## src/rtl/core/slcfr_pkg.sv

```systemverilog
// Shared constants, types and CRC function for the sync/length/CRC frame receiver.
package slcfr_pkg;

  localparam int MAX_FRAME_LEN = 64;
  localparam int LEN_W = $clog2(MAX_FRAME_LEN);

  localparam logic [7:0] SYNC_FIRST  = 8'h55;
  localparam logic [7:0] SYNC_SECOND = 8'hAA;
  localparam logic [15:0] CRC_POLY   = 16'h1021;

  localparam logic [1:0] ST_OK      = 2'd0;
  localparam logic [1:0] ST_VERSION = 2'd1;
  localparam logic [1:0] ST_SHORT   = 2'd2;
  localparam logic [1:0] ST_CRC     = 2'd3;

  localparam logic [LEN_W-1:0] HDR_BYTES   = LEN_W'(2);
  localparam logic [LEN_W-1:0] FRAME_OVHD  = LEN_W'(4);

  typedef struct packed {
    logic             we;
    logic [LEN_W-1:0] addr;
    logic [7:0]       data;
  } store_wr_t;

  typedef struct packed {
    logic             valid;
    logic [7:0]       frame_type;
    logic [1:0]       status;
    logic             single;
    logic [LEN_W-1:0] nparam;
  } frame_done_t;

  function automatic logic [15:0] crc16_byte(input logic [15:0] crc_in, input logic [7:0] b);
    logic [15:0] c;
    c = crc_in ^ {b, 8'h00};
    for (int k = 0; k < 8; k++) begin
      if (c[15]) begin
        c = {c[14:0], 1'b0} ^ CRC_POLY;
      end else begin
        c = {c[14:0], 1'b0};
      end
    end
    return c;
  endfunction

endpackage

```

## src/rtl/core/slcfr_ram.sv

```systemverilog
// Generic single-write, single-read RAM with registered read data.
module slcfr_ram #(
  parameter int DEPTH = 64,
  parameter int WIDTH = 8
) (
  input  logic                     clk,
  input  logic                     we,
  input  logic [$clog2(DEPTH)-1:0] waddr,
  input  logic [WIDTH-1:0]         wdata,
  input  logic                     re,
  input  logic [$clog2(DEPTH)-1:0] raddr,
  output logic [WIDTH-1:0]         rdata
);

  logic [WIDTH-1:0] mem [DEPTH];

  always_ff @(posedge clk) begin
    if (we) begin
      mem[waddr] <= wdata;
    end
  end

  always_ff @(posedge clk) begin
    if (re) begin
      rdata <= mem[raddr];
    end
  end

endmodule

```

## src/rtl/core/slcfr_rx.sv

```systemverilog
// Sync hunt, length check, CRC accumulation, frame store writes and frame judgment.
module slcfr_rx
  import slcfr_pkg::*;
(
  input  logic        clk,
  input  logic        rst,
  input  logic        accept,
  input  logic [7:0]  rx_byte,
  input  logic        crc_check_enable,
  output store_wr_t   store_wr,
  output frame_done_t done
);

  localparam logic [1:0] PH_SEEK55 = 2'd0;
  localparam logic [1:0] PH_NEEDAA = 2'd1;
  localparam logic [1:0] PH_LENGTH = 2'd2;
  localparam logic [1:0] PH_DATA   = 2'd3;

  logic [1:0]       phase;
  logic [LEN_W-1:0] exp_len;
  logic [LEN_W-1:0] count;
  logic [15:0]      crc;
  logic [7:0]       version;
  logic [7:0]       ftype;

  logic [15:0]      crc_next;
  logic [LEN_W-1:0] count_next;
  logic             frame_end;
  logic [7:0]       ver_eff;
  logic [7:0]       type_eff;
  logic [1:0]       status;
  logic             len_ok;

  assign crc_next   = crc16_byte(crc, rx_byte);
  assign count_next = count + LEN_W'(1);
  assign frame_end  = (count_next == exp_len);
  assign len_ok     = (rx_byte != 8'h00) && (rx_byte < 8'(MAX_FRAME_LEN));

  assign ver_eff  = (count == '0) ? rx_byte : version;
  assign type_eff = (exp_len < HDR_BYTES) ? 8'h00 :
                    (count == LEN_W'(1)) ? rx_byte : ftype;

  always_comb begin
    if (ver_eff != 8'h00) begin
      status = ST_VERSION;
    end else if (exp_len < FRAME_OVHD) begin
      status = ST_SHORT;
    end else if (crc_check_enable && (crc_next != 16'h0000)) begin
      status = ST_CRC;
    end else begin
      status = ST_OK;
    end
  end

  assign store_wr.we   = accept && (phase == PH_DATA);
  assign store_wr.addr = count;
  assign store_wr.data = rx_byte;

  assign done.valid      = accept && (phase == PH_DATA) && frame_end;
  assign done.frame_type = type_eff;
  assign done.status     = status;
  assign done.single     = (status != ST_OK) || (exp_len == FRAME_OVHD);
  assign done.nparam     = exp_len - FRAME_OVHD;

  always_ff @(posedge clk) begin
    if (rst) begin
      phase   <= PH_SEEK55;
      exp_len <= '0;
      count   <= '0;
      crc     <= '0;
    end else if (accept) begin
      case (phase)
        PH_SEEK55: begin
          if (rx_byte == SYNC_FIRST) begin
            phase <= PH_NEEDAA;
          end
        end
        PH_NEEDAA: begin
          phase <= (rx_byte == SYNC_SECOND) ? PH_LENGTH : PH_SEEK55;
        end
        PH_LENGTH: begin
          if (len_ok) begin
            exp_len <= rx_byte[LEN_W-1:0];
            count   <= '0;
            crc     <= '0;
            phase   <= PH_DATA;
          end else begin
            phase <= PH_SEEK55;
          end
        end
        PH_DATA: begin
          crc   <= crc_next;
          count <= count_next;
          if (frame_end) begin
            phase <= PH_SEEK55;
          end
        end
        default: phase <= PH_SEEK55;
      endcase
    end
  end

  always_ff @(posedge clk) begin
    if (accept && (phase == PH_DATA)) begin
      if (count == '0) begin
        version <= rx_byte;
      end
      if (count == LEN_W'(1)) begin
        ftype <= rx_byte;
      end
    end
  end

endmodule

```

## src/rtl/core/slcfr_emit.sv

```systemverilog
// Frame readout: emits one status result, or walks the parameter bytes in the store, and drives the result register.
module slcfr_emit
  import slcfr_pkg::*;
(
  input  logic             clk,
  input  logic             rst,
  input  frame_done_t      done,
  output logic             busy,
  output logic             rd_en,
  output logic [LEN_W-1:0] rd_addr,
  input  logic [7:0]       rd_data,
  output logic             out_valid,
  input  logic             out_stall,
  output logic [7:0]       frame_type,
  output logic [7:0]       param_byte,
  output logic [5:0]       param_index,
  output logic             byte_valid,
  output logic [1:0]       frame_status,
  output logic             last_of_frame
);

  localparam logic [1:0] E_IDLE   = 2'd0;
  localparam logic [1:0] E_STATUS = 2'd1;
  localparam logic [1:0] E_ISSUE  = 2'd2;
  localparam logic [1:0] E_LOAD   = 2'd3;

  logic [1:0]       state;
  logic [LEN_W-1:0] idx;
  logic [LEN_W-1:0] nparam;
  logic [7:0]       ftype;
  logic [1:0]       fstatus;

  logic             out_free;
  logic             load_status;
  logic             load_param;
  logic             at_last;
  logic [LEN_W-1:0] idx_next;

  assign out_free    = !out_valid || !out_stall;
  assign load_status = (state == E_STATUS) && out_free;
  assign load_param  = (state == E_LOAD) && out_free;
  assign at_last     = (idx == nparam - LEN_W'(1));
  assign idx_next    = idx + LEN_W'(1);
  assign busy        = (state != E_IDLE);

  always_comb begin
    rd_en   = 1'b0;
    rd_addr = idx + HDR_BYTES;
    if (state == E_ISSUE) begin
      rd_en = 1'b1;
    end else if (load_param && !at_last) begin
      rd_en   = 1'b1;
      rd_addr = idx_next + HDR_BYTES;
    end
  end

  always_ff @(posedge clk) begin
    if (rst) begin
      state     <= E_IDLE;
      out_valid <= 1'b0;
    end else begin
      case (state)
        E_IDLE: begin
          if (done.valid) begin
            state <= done.single ? E_STATUS : E_ISSUE;
          end
        end
        E_STATUS: begin
          if (out_free) begin
            state <= E_IDLE;
          end
        end
        E_ISSUE: state <= E_LOAD;
        E_LOAD: begin
          if (out_free && at_last) begin
            state <= E_IDLE;
          end
        end
        default: state <= E_IDLE;
      endcase
      if (load_status || load_param) begin
        out_valid <= 1'b1;
      end else if (!out_stall) begin
        out_valid <= 1'b0;
      end
    end
  end

  always_ff @(posedge clk) begin
    if (state == E_IDLE && done.valid) begin
      ftype   <= done.frame_type;
      fstatus <= done.status;
      nparam  <= done.nparam;
      idx     <= '0;
    end else if (load_param) begin
      idx <= idx_next;
    end
    if (load_status) begin
      frame_type    <= ftype;
      param_byte    <= 8'h00;
      param_index   <= 6'd0;
      byte_valid    <= 1'b0;
      frame_status  <= fstatus;
      last_of_frame <= 1'b1;
    end else if (load_param) begin
      frame_type    <= ftype;
      param_byte    <= rd_data;
      param_index   <= 6'(idx);
      byte_valid    <= 1'b1;
      frame_status  <= ST_OK;
      last_of_frame <= at_last;
    end
  end

endmodule

```

## src/rtl/core/sync_length_crc_frame_receiver_top.sv

```systemverilog
// Top level of the sync/length/CRC frame receiver.
//
//   channel  direction  handshake           payload
//   in       input      in_valid/in_stall   rx_byte
//   out      output     out_valid/out_stall frame_type, param_byte, param_index,
//                                           byte_valid, frame_status, last_of_frame
//   cfg      input      cfg_valid/cfg_ready crc_check_enable
//
// One byte item is taken per cycle while no frame is being read out.
// After the final byte of a frame, input stalls while results leave: an error or
// parameterless frame gives one status result, a parameter frame one result per
// byte read through the single frame store read port; output stalls extend this.
// Synchronous reset returns to sync hunt and sets CRC checking on.
module sync_length_crc_frame_receiver_top
  import slcfr_pkg::*;
(
  input  logic       clk,
  input  logic       rst,
  input  logic       in_valid,
  output logic       in_stall,
  input  logic [7:0] rx_byte,
  output logic       out_valid,
  input  logic       out_stall,
  output logic [7:0] frame_type,
  output logic [7:0] param_byte,
  output logic [5:0] param_index,
  output logic       byte_valid,
  output logic [1:0] frame_status,
  output logic       last_of_frame,
  input  logic       cfg_valid,
  output logic       cfg_ready,
  input  logic       crc_check_enable
);

  logic             crc_en;
  logic             busy;
  logic             accept;
  store_wr_t        store_wr;
  frame_done_t      done;
  logic             rd_en;
  logic [LEN_W-1:0] rd_addr;
  logic [7:0]       rd_data;

  assign cfg_ready = 1'b1;
  assign in_stall  = busy;
  assign accept    = in_valid && !busy;

  always_ff @(posedge clk) begin
    if (rst) begin
      crc_en <= 1'b1;
    end else if (cfg_valid && cfg_ready) begin
      crc_en <= crc_check_enable;
    end
  end

  slcfr_rx u_rx (
    .clk              (clk),
    .rst              (rst),
    .accept           (accept),
    .rx_byte          (rx_byte),
    .crc_check_enable (crc_en),
    .store_wr         (store_wr),
    .done             (done)
  );

  slcfr_ram #(
    .DEPTH (MAX_FRAME_LEN),
    .WIDTH (8)
  ) u_store (
    .clk   (clk),
    .we    (store_wr.we),
    .waddr (store_wr.addr),
    .wdata (store_wr.data),
    .re    (rd_en),
    .raddr (rd_addr),
    .rdata (rd_data)
  );

  slcfr_emit u_emit (
    .clk           (clk),
    .rst           (rst),
    .done          (done),
    .busy          (busy),
    .rd_en         (rd_en),
    .rd_addr       (rd_addr),
    .rd_data       (rd_data),
    .out_valid     (out_valid),
    .out_stall     (out_stall),
    .frame_type    (frame_type),
    .param_byte    (param_byte),
    .param_index   (param_index),
    .byte_valid    (byte_valid),
    .frame_status  (frame_status),
    .last_of_frame (last_of_frame)
  );

endmodule
```

## config.mk

```make
export PLATFORM = sky130hd
export DESIGN_NAME = sync_length_crc_frame_receiver_top
export DESIGN_NICKNAME = d
export VERILOG_FILES = /design/src/rtl/core/slcfr_pkg.sv /design/src/rtl/core/slcfr_ram.sv /design/src/rtl/core/slcfr_rx.sv /design/src/rtl/core/slcfr_emit.sv /design/src/rtl/core/sync_length_crc_frame_receiver_top.sv
export SDC_FILE = /design/constraint.sdc
export NUM_CORES = 1
export LEC_CHECK = 0
export BUFFER_PORTS_ARGS = -buffer_cell sky130_fd_sc_hd__buf_2
export CORE_ASPECT_RATIO = 0.7
export CORE_UTILIZATION = 29
export CTS_CLUSTER_DIAMETER = 60
export DETAILED_ROUTE_END_ITERATION = 16
export SLEW_MARGIN = 20
export SYNTH_ARGS = -nofsm -noshare
export SYNTH_HDL_FRONTEND = slang
export SYNTH_HIERARCHICAL = 1
export SYNTH_SLANG_ARGS = --single-unit
```

## constraint.sdc

```tcl
create_clock -name clk -period 3.81 [get_ports clk]
set_input_delay 0.762 -clock clk [delete_from_list [all_inputs] [get_ports clk]]
set_output_delay 0.762 -clock clk [all_outputs]
set_load 0.01 [all_outputs]
```

Word level (Yosys, flattened, before mapping)
Memories as Yosys holds them, arrays and structs flattened. A register that Yosys moved wholly into a read port is not among the register bits.
Cells that the tools add are included.
Widths: inputs -> output; s select.

storage, ports and cells
  memories kept = 1
  ROM bits = 0
  output and inout port bits = 29
  latch bits = 0
  bits in registers = 98
  memory bits (writable) = 512
  word-level logic and storage cells = 127
  input bits = 14

memories
  name         words  bits a word  rd ports  clocked after Yosys merged registers in  wr ports  RTL line         source
  u_store.mem  64     8            1         1                                        1         slcfr_ram.sv:15  logic [WIDTH-1:0] mem [DEPTH];

operators by class
  $lt $le $gt $ge = 3
  add/sub/neg operators = 6
  shift-type cells = 0
  mux-type cells = 39
  reductions and logical operators = 31
  bitwise gates (word level) = 9
  equality and inequality tests = 19
  div/mod/pow operators = 0
  $mul = 0

operators with widths
  cell                 number
  $mux 13              8
  $mux 8               4
  $pmux 16 s2          1
  $mux 2               13
  $not 3->3            8
  $mux 6               3
  $mux 16              1
  $pmux 2 s4           2
  $reduce_bool 16->1   1
  $reduce_bool 8->1    2
  $xor 16x16->16       1
  $add 6x1->6 const B  2
  $add 6x2->6 const B  2
  $eq 6x6->1           2
  $ne 2x1->1 const B   6
  $pmux 6 s2           1
  $reduce_and 3->1     4
  $logic_and 1x1->1    10
  $eq 2x2->1 const B   4
  $eq 8x7->1 const B   1
  $eq 8x8->1 const B   1
  $lt 8x7->1 const B   1
  $reduce_bool 2->1    4
  $eq 6x1->1 const B   1
  12 further kinds     24

Logic depth before layout (Yosys ltp)
  depth after elaboration = 27
  depth in mapped cells = 17
  gate-level depth less buffers = 12

Cells and area by module
Netlist, hierarchy kept.

modules (own cells, without submodules)
  module                              cells each  area each (um^2)  seq. area each (um^2)  instances
  slcfr_ram                           940         20246.9           15615.0                1
  slcfr_rx                            278         2683.8            1081.0                 1
  slcfr_emit                          198         2190.9            1281.2                 1
  sync_length_crc_frame_receiver_top  6           52.6              20.0                   1

Least setup slack after synthesis
OpenSTA, ideal clock, no wires.

  kind = input to register
  from = input port out_stall
  to = register u_store.rdata[3], read port of u_store.mem (data pin)
  data required time = 3.537 ns
  stages = 12
  data arrival time = 3.487 ns
  slack = 0.049 ns
  cells stage by stage = a21bo_2 -> bufbuf_16 -> nor2_2 -> o21a_1 -> buf_6 -> xor2_1 -> buf_6 -> buf_4 -> mux4_2 -> mux4_2 -> o21ai_1 -> o41ai_1

between the ends
  longest elaborated chain between the ends = 6
  elaborated cells on any way between the ends = 8
  those cells by class = mux (4); reduce/logical (4)

RTL lines
  what               RTL line                                  source
  from (decl)        sync_length_crc_frame_receiver_top.sv:23  input logic out_stall,
  $logic_not 1->1    slcfr_emit.sv:39                          assign out_free = !out_valid || !out_stall;
  $logic_or 1x1->1   slcfr_emit.sv:39
  $logic_and 1x1->1  slcfr_emit.sv:41                          assign load_param = (state == E_LOAD) && out_free;
  $logic_and 1x1->1  slcfr_emit.sv:51                          end else if (load_param && !at_last) begin
  $mux 6             slcfr_emit.sv:51
  $mux 6             slcfr_emit.sv:49                          if (state == E_ISSUE) begin
  net rd_addr[0]     sync_length_crc_frame_receiver_top.sv:41  logic [LEN_W-1:0] rd_addr;
  to (decl)          slcfr_ram.sv:12                           output logic [WIDTH-1:0] rdata

The timed path passes the listed nets, and every way through them passes these cells.
A chain may end at the register's enable or synchronous reset.

Worst setup path in the final report
  from = register u_emit.nparam[2]
  to = register u_store.rdata[3], read port of u_store.mem (data pin)

between the ends
  longest elaborated chain between the ends = 6
  elaborated cells on any way between the ends = 8
  those cells by class = add/sub (1); eq/ne (1); mux (4); reduce/logical (2)

RTL lines
  what                    RTL line                                  source
  from (decl)             slcfr_emit.sv:29                          logic [LEN_W-1:0] nparam;
  from (signal assigned)  slcfr_emit.sv:93                          nparam <= done.nparam;
  $sub 6x1->6             slcfr_emit.sv:42                          assign at_last = (idx == nparam - LEN_W'(1));
  $eq 6x6->1              slcfr_emit.sv:42
  $logic_not 1->1         slcfr_emit.sv:51
  $logic_and 1x1->1       slcfr_emit.sv:51
  $mux 6                  slcfr_emit.sv:51
  $mux 6                  slcfr_emit.sv:49
  net rd_addr[0]          sync_length_crc_frame_receiver_top.sv:41

The timed path passes the listed nets, and every way through them passes these cells.

==> out/qor.txt <==
Post-synth top area share = 0.670
Final worst slack = -56.9 ps
Largest net degree at the start of global routing = 70
Syn nets = 1444
I/O pins = 43
GRT Util Overall = 0.141
Post-synth top area cell = edfxtp_1
Critical Path Source Type = register
Clock Skew = 31.4 ps
Cells after synthesis = 1422
CTS max path bufs = 3
Outcome = complete, but fails checks
Later-pin clock latency in the skew report = 620 ps
Initial Utilization = 0.296
Die X = 354 microns
Cts hold-fix bufs = 0
Most common cell after layout, fill and taps aside = edfxtp_1
WP data required = 4180 ps
CP Capture Type = register
Slowest stage cell, crit path = mux4_2
RSZ-0062 raised after global routing = true
Hold Crit Class = in2reg
Drt pass-1 iters = 5
Final setup viols = 6
Crit Path Class = reg2reg
Placer Congestion = 0.819
Inst Count DP = 2645
First-pass GRT wire length = 92.9 mm
Post-synth ARST share = 0
Final core occ = 0.350
Via count = 13910
Min Clock Period, post-route = 3870 ps
Most frequent cells in the layout = edfxtp_1 (562), mux4_2 (126), buf_4 (123), nor2_1 (123), nand2_1 (67)
Final worst path period share = 1.01
DRT Wirelength = 62.5 mm
Hold Slack = 353 ps
Max-cap violations = 0
Die area = 88000 sq um
Vias in the first global route = 13621
Top cells by area, synth = edfxtp_1 (67%), mux4_2 (11%), dfxtp_1 (4.5%), nor2_1 (1.9%), mux2i_1 (1.6%)
Row count = 89
CTS root buffer = clkbuf_16
Mapped Area = 25200 sq um
Worst-path clk slew = 70 ps
DRC Markers = 0
Syn avg cell area = 17.7 sq um
Crit-path max cell delay = 530 ps
CTS buffer count = 55
Sequential share of the synthesized area = 0.715
Antenna Nets Post-Route = 0
Die Ht = 249 microns
Failing checks = negative setup slack
TritonCTS clock tree = yes
#FFs+latches synth = 618
Antenna Cells = 0
Avg WL per Cell = 22.6 microns
Hold Vio Cnt, Final = 0
Post-synth cell types = 75
Nets = 1603
Slew margin rel. = 0.265
Tightest Pin Transition = 1090 ps
Leak = 9.42 nW
Number of synthesized flops with an enable pin = 562
DRT iter0 DRCs = 1508
H-tree Lvls = 2
Hpwl dp = 40.3 mm
Gr ovfl total = 0
# fillers = 7938
Clock sink count = 618
Chain of cells forming the critical path = or3_4, o31a_1, o22ai_2, o21a_1, buf_12, xor2_4, buf_12, buf_16, buf_12, mux4_2, mux4_2, o21ai_2, o41ai_2
Vias per inst = 5.03
Area delta synth->final = 18.4%
Share of layout cells above drive strength 1 = 0.293
CP Max Fanout = 8
CORE AREA = 85100 sq um
Final slew viol count = 0
Port Buffer Count = 41
Crit path arrival time = 4230 ps
Power per cell area = 448 nW/um^2
Most frequent CP cell = buf_12
Initial antenna violation count = 0
Commonest register cell after synthesis = edfxtp_1
Yosys warnings = 6
Final TNS setup = -91.0 ps
Max IR drop VDD = 0.000374 V
F_max = 259 MHz
Layout Cells excl Fill = 2764
## stage by stage
| step | setup WS (ps) | power [mW] | cell area, sq um |
|---|---|---|---|
| after floorplan | 49.4 | 7.62 | 25200 |
| after global placement | -196 | 7.70 | 27500 |
| after detailed placement | -187 | 7.71 | 27500 |
| after CTS | -83.6 | 13.5 | 29700 |
| after global routing | -142 | 13.7 | 29800 |
| final | -56.9 | 13.4 | 29800 |
## routing by layer
layer | vias to the layer above | global-route usage | wire [microns]
li1 | 5921 | - | -
met1 | 7346 | 0.229 | 30600
met2 | 573 | 0.192 | 26100
met3 | 70 | 0.0252 | 4920
met4 | 0 | 0.0264 | 872
met5 | - | 0 | 0
## cell usage after synthesis (11+ instances only)
cell	n
nand2_1	67
nor2_1	129
nor2b_1	17
nand3_1	27
clkbuf_1	31
o21ai_0	22
xor2_1	22
buf_4	25
a22oi_1	14
inv_1	14
a21oi_1	26
xnor2_1	29
mux2i_1	39
mux2_2	26
nand2b_1	11
edfxtp_1	562
dfxtp_1	56
nor3_1	19
mux4_2	126
buf_2	16
## worst paths after layout
check / start / slack, ps / cells past startpoint / end
max: u_emit/nparam[2]$_DFFE_PP_ / -60 / 13 / u_store/rdata[3]$_DFFE_PP_
min: crc_check_enable / 350 / 2 / crc_en$_SDFFE_PP1P_
max reg2reg: u_emit/nparam[2]$_DFFE_PP_ / -60 / 13 / u_store/rdata[3]$_DFFE_PP_
min reg2reg: u_emit/ftype[6]$_DFFE_PP_ / 420 / 0 / u_emit/frame_type[6]$_DFFE_PP_
## flip-flops by register name, summed over array words and instances, names as in the netlist, 2 cells and up
name	cells
u_emit/nparam	6
u_rx/count	6
u_rx/ftype	8
u_rx/version	8
u_rx/phase	2
u_rx/exp_len	6
u_store/rdata	8
u_emit/state	2
u_emit/param_byte	8
u_rx/crc	16
u_emit/frame_status	2
u_emit/idx	6
u_emit/frame_type	8
u_emit/ftype	8
u_emit/param_index	6
u_emit/fstatus	2
u_store/mem	512
## layout make-up
cell class	instances	area [sq um]	area share
inverters	15	56.3	0.00189
clock buffers	66	1450	0.0486
flip-flops and latches	618	18000	0.604
repair buffers	189	1660	0.0557
well taps	1137	1420	0.0477
clock inverters	37	414	0.0139
multi-input cells	702	6810	0.229
## critical path, delay by kind of cell, from the launching register on
family / cells / cell delay, ps
buffers and inverters: 4 / 630
AND/OR/NAND/NOR: 1 / 430
multiplexers: 2 / 1040
flip-flops: 1 / 400
XOR/XNOR: 1 / 160
AO/OA/AOI/OAI: 5 / 930
## cell families after synthesis
kind of cell / count (synthesis) / share of synthesized area
AND/OR/NAND/NOR: 310 / 0.0576
flip-flops: 618 / 0.715
multiplexers: 195 / 0.142
adder cells (fa/ha/maj): 8 / 0.00398
other: 1 / 0.000149
AO/OA/AOI/OAI: 132 / 0.0360
XOR/XNOR: 56 / 0.0210
buffers and inverters: 102 / 0.0244
## timing repair
item                                    in CTS  in global routing
endpoints found under the setup margin       8                  8
buffers inserted                            10                  3
pin swaps                                   10                 10
resized for setup                           40                 16
gates cloned                                 5                  1
## power by group
| group | switching [mW] | total [mW] | internal, mW |
|---|---|---|---|
| registers | 0.000659 | 7.38 | 7.37 |
| clock network | 2.53 | 5.80 | 3.27 |
| logic | 0.145 | 0.181 | 0.0365 |
| total | 2.67 | 13.4 | 10.7 |
(Power assumes the default switching activity.)
